## config.mk

```make
export PLATFORM = sky130hd
export DESIGN_NAME = p2dz_diff
export DESIGN_NICKNAME = d
export VERILOG_FILES = /design/src/rtl/p2dz_pkg.sv /design/src/rtl/p2dz_diff.sv
export SDC_FILE = /design/constraint.sdc
export NUM_CORES = 1
export LEC_CHECK = 0
export BUFFER_PORTS_ARGS = -buffer_cell sky130_fd_sc_hd__buf_2
export CORE_MARGIN = 2
export CORE_UTILIZATION = 50
export DETAILED_ROUTE_END_ITERATION = 10
export PLACE_DENSITY = 0.84
export SETUP_SLACK_MARGIN = 0.05
export SLEW_MARGIN = 0
export SYNTH_ARGS = -nofsm -noshare
export SYNTH_HDL_FRONTEND = slang
export SYNTH_SLANG_ARGS = --single-unit
```

## constraint.sdc

```tcl
create_clock -name vclk -period 20.5
set_input_delay 6.15 -clock vclk [all_inputs]
set_output_delay 6.15 -clock vclk [all_outputs]
set_load 0.01 [all_outputs]
```

## src/rtl/p2dz_pkg.sv

```systemverilog
`timescale 1ns / 1ps

package p2dz_pkg;

  localparam int DEFAULT_MAX_WIDTH = 4096;

  localparam int CHAN_W         = 8;
  localparam int HIGH_W         = 2;
  localparam int IMAGE_WIDTH_W  = 13;
  localparam int IMAGE_HEIGHT_W = 16;
  localparam int CFG_INDEX_W    = 1;
  localparam int CFG_DATA_W     = 16;

  localparam logic [IMAGE_WIDTH_W-1:0]  RESET_IMAGE_WIDTH  = 13'd4096;
  localparam logic [IMAGE_HEIGHT_W-1:0] RESET_IMAGE_HEIGHT = 16'd1;

  // Configuration register indexes.
  localparam logic [CFG_INDEX_W-1:0] REG_IMAGE_WIDTH  = 1'd0;
  localparam logic [CFG_INDEX_W-1:0] REG_IMAGE_HEIGHT = 1'd1;

  typedef struct packed {
    logic [CHAN_W-1:0] red;
    logic [CHAN_W-1:0] green;
    logic [CHAN_W-1:0] blue;
  } pixel_t;

  typedef struct packed {
    logic [CHAN_W-1:0] low_red;
    logic [CHAN_W-1:0] low_green;
    logic [CHAN_W-1:0] low_blue;
    logic [HIGH_W-1:0] high_red;
    logic [HIGH_W-1:0] high_green;
    logic [HIGH_W-1:0] high_blue;
  } result_t;

endpackage

```

## src/rtl/p2dz_diff.sv

```systemverilog
`timescale 1ns / 1ps

module p2dz_diff (
  input  p2dz_pkg::pixel_t  cur,
  input  p2dz_pkg::pixel_t  up,
  input  p2dz_pkg::pixel_t  left,
  input  p2dz_pkg::pixel_t  upper_left,
  output p2dz_pkg::result_t result
);
  import p2dz_pkg::*;

  localparam int DIFF_W = CHAN_W + 3;
  localparam int ZZ_W   = CHAN_W + HIGH_W;

  // The difference spans -510..510, so eleven bits hold it in two's
  // complement; zigzag is then a shift and an xor with the sign.
  function automatic logic [ZZ_W-1:0] zigzag(input logic [CHAN_W-1:0] c,
                                             input logic [CHAN_W-1:0] u,
                                             input logic [CHAN_W-1:0] l,
                                             input logic [CHAN_W-1:0] ul);
    logic [DIFF_W-1:0] d;
    logic [DIFF_W-1:0] z;
    d = DIFF_W'(c) - DIFF_W'(u) - DIFF_W'(l) + DIFF_W'(ul);
    z = {d[DIFF_W-2:0], 1'b0} ^ {DIFF_W{d[DIFF_W-1]}};
    return z[ZZ_W-1:0];
  endfunction

  logic [ZZ_W-1:0] z_red;
  logic [ZZ_W-1:0] z_green;
  logic [ZZ_W-1:0] z_blue;

  always_comb begin
    z_red   = zigzag(cur.red,   up.red,   left.red,   upper_left.red);
    z_green = zigzag(cur.green, up.green, left.green, upper_left.green);
    z_blue  = zigzag(cur.blue,  up.blue,  left.blue,  upper_left.blue);
    result.low_red    = z_red[CHAN_W-1:0];
    result.low_green  = z_green[CHAN_W-1:0];
    result.low_blue   = z_blue[CHAN_W-1:0];
    result.high_red   = z_red[ZZ_W-1:CHAN_W];
    result.high_green = z_green[ZZ_W-1:CHAN_W];
    result.high_blue  = z_blue[ZZ_W-1:CHAN_W];
  end

endmodule

```

==> metrics.txt <==
status completed; syn_nets 560; complex-gate fraction of the synthesized area between 20% and 30%; vias post-DR between 2k and 3k; most frequent cells in the layout buf_2 (126), inv_1 (104), ha_1 (54), xnor2_1 (38), fa_1 (27); max layer used met4; Vias/cell about 5; First DRT Iteration DRCs 29; synthesized cell area 2940 um^2; Worst Hold Endpoint result[15]; Final Cycle Share about four fifths; initial antenna violation count 0; post_cts resized 0; Final Hold Viols 0; final setup violation count 0; min-delay worst type in -> out; Hold Crit Depth 4; Routed WL approximately 6.5 mm; setup TNS 0 ns; crit path time final approximately 16 ns; worst vdd ir roughly 0.00006 V; Mapped Avg Cell Area 7.68 um^2; Area Overhead vs Synth 24.1%; most common cell after layout, fill and taps aside buf_2; GP Congestion roughly 0.85; initial core utilization a little over half; main combinational cell family by area after synthesis adder cells; grt total ovfl 0; hpwl dp slightly above 6 mm; setup bufs post-CTS 0; Yosys cell types 37; CP required between 10 and 15 ns; nets@finish around 700; register area 0 um^2; total iterations of the first detailed-routing run 4; Sw Pwr a little under 200 uW; Seq cells 0; M1 wire length 2.68 mm; Core ar. about 5600 um^2; Int Power roughly 160 uW; number of cells produced by synthesis ~380; wire per inst between 10 and 15 um; leading area contributor after synthesis ha_1; Final Util 65.1%; top cell type's share of synthesized area between 20% and 30%; unrepaired setup endpoints after global routing false; Setup crit end kind output port; worst-margin pin slew between 0.8 and 0.9 ns; Max Freq 0.0622 GHz; relative slew slack roughly 45%; Startpoint Class input pin; PortBufs 126; Lkg Pwr roughly 0.0021 uW; post-synthesis mux area share 0%; simple-gate share of the synthesized area 7.74%; All-Layer GR Usage roughly a fifth; vias in the first global route around 2.9k; WL met3 between 400 and 500 um; total power 357 uW; Seq pwr share 0%; Crit path arrival time between 9 and 10 ns; die area roughly 6500 um^2; Post-CTS Hold Buffers 0; Synth Area in XOR/XNOR about 17%; row count 27; yosys warns 0; first-pass GRT wire length roughly 11 mm; critical path class in -> out; crit path max fanout 8; share of cells above drive strength 1 27.0%; Max-cap violations 0; WL met2 3.34 mm; Slew Viols, Final 0; top cells by area, synth ha_1 (23%), fa_1 (18%), inv_1 (13%); Routed Antenna Nets 0; sequential area share after synthesis 0%; antenna cells 0; # DRC 0; Die Height about 80 um; CLK BUF 0; largest net degree at the start of global routing 9; width of the die 80.7 um; Cell Pwr Density between 90 and 100 nW/um^2; sw frac 54.2%; source of the worst hold timing path upper_left[8]; clock share of power 0%; Synth Area in Adders around two fifths; I/O pin total 126; Logic pwr share 100.0%
==> power groups by stage <==
stage / clock network [uW] / registers, uW / logic (uW)
2_1_floorplan: 0 / 0 / 249
4_1_cts: 0 / 0 / 359
3_3_place_gp: 0 / 0 / 346
5_1_grt: 0 / 0 / 398
3_5_place_dp: 0 / 0 / 358
6_report: 0 / 0 / 357
==> kinds of logic (layout without fill, tap and decap cells) <==
kind of cell / count (synthesis) / count (layout)
xor gates and xnor gates: 57 / 57
adders and majority gates: 81 / 81
AOI/OAI and AO/OA: 90 / 90
and+or+nand+nor: 49 / 49
buffers and inverters: 106 / 230
==> per-layer routing <==
layer | GRT usage [%] | vias up
met5 | 0 | -
met4 | 1.19 | 0
met3 | 1.91 | 4
met2 | 42.8 | 95
met1 | 23.5 | 1255
li1 | - | 1478
==> critical path: stages <==
cell and delay (ns):
buf_2 0.07, inv_1 0.03, ha_1 0.21, fa_1 0.42, nor2b_1 0.13, o21ai_0 0.10
a21boi_0 0.24, o21ai_0 0.11, a21bo_2 0.20, fa_1 0.47, inv_1 0.04, ha_1 0.33
o21ai_0 0.10, nand2_1 0.09, o221ai_1 0.17, o21bai_1 0.70, xnor2_1 0.19, buf_2 0.17
==> synthesized netlist by cell type, types with 3 or more instances <==
master      n
fa_1       27
or3_1       4
inv_1     104
ha_1       54
a21boi_0    3
o21a_1      4
a31oi_1     3
a21bo_2     3
nor2_1     20
o21ai_0    23
nand2b_1    3
o31ai_1     4
a21o_1      8
xor2_1     19
nand2_1    11
a21oi_1    22
nor2b_1     7
xnor2_1    38
o22a_1      3
==> area by class of cell <==
class | instances | area, um^2
well taps | 72 | 90.1
fillers | 512 | 1950
inverters | 104 | 390
repair buffers | 126 | 631
multi-input cells | 277 | 2540
==> worst max-delay path by stage <==
| stage | to | from | depth (start not counted) | slack, ns |
|---|---|---|---|---|
| after floorplan | result[13] | cur[0] | 15 | 5.01 |
| after global placement | result[23] | cur[16] | 18 | 4.49 |
| after detailed placement | result[24] | cur[16] | 18 | 4.39 |
| after CTS | result[24] | cur[16] | 18 | 4.37 |
| after global routing | result[24] | cur[16] | 18 | 3.99 |
| final | result[24] | cur[16] | 18 | 4.42 |
==> through the flow <==
stage | hold slack [ns] | area, um^2 | std cells | setup WS, ns
after floorplan | 12.51 | 2940 | 383 | 5.01
after global placement | 12.70 | 3650 | 579 | 4.49
after global routing | 12.73 | 3650 | 579 | 3.99
after CTS | 12.70 | 3650 | 579 | 4.37
after detailed placement | 12.70 | 3650 | 579 | 4.39
final | 12.70 | 3650 | 579 | 4.42
No activity file was read; power rests on OpenSTA's default activity.
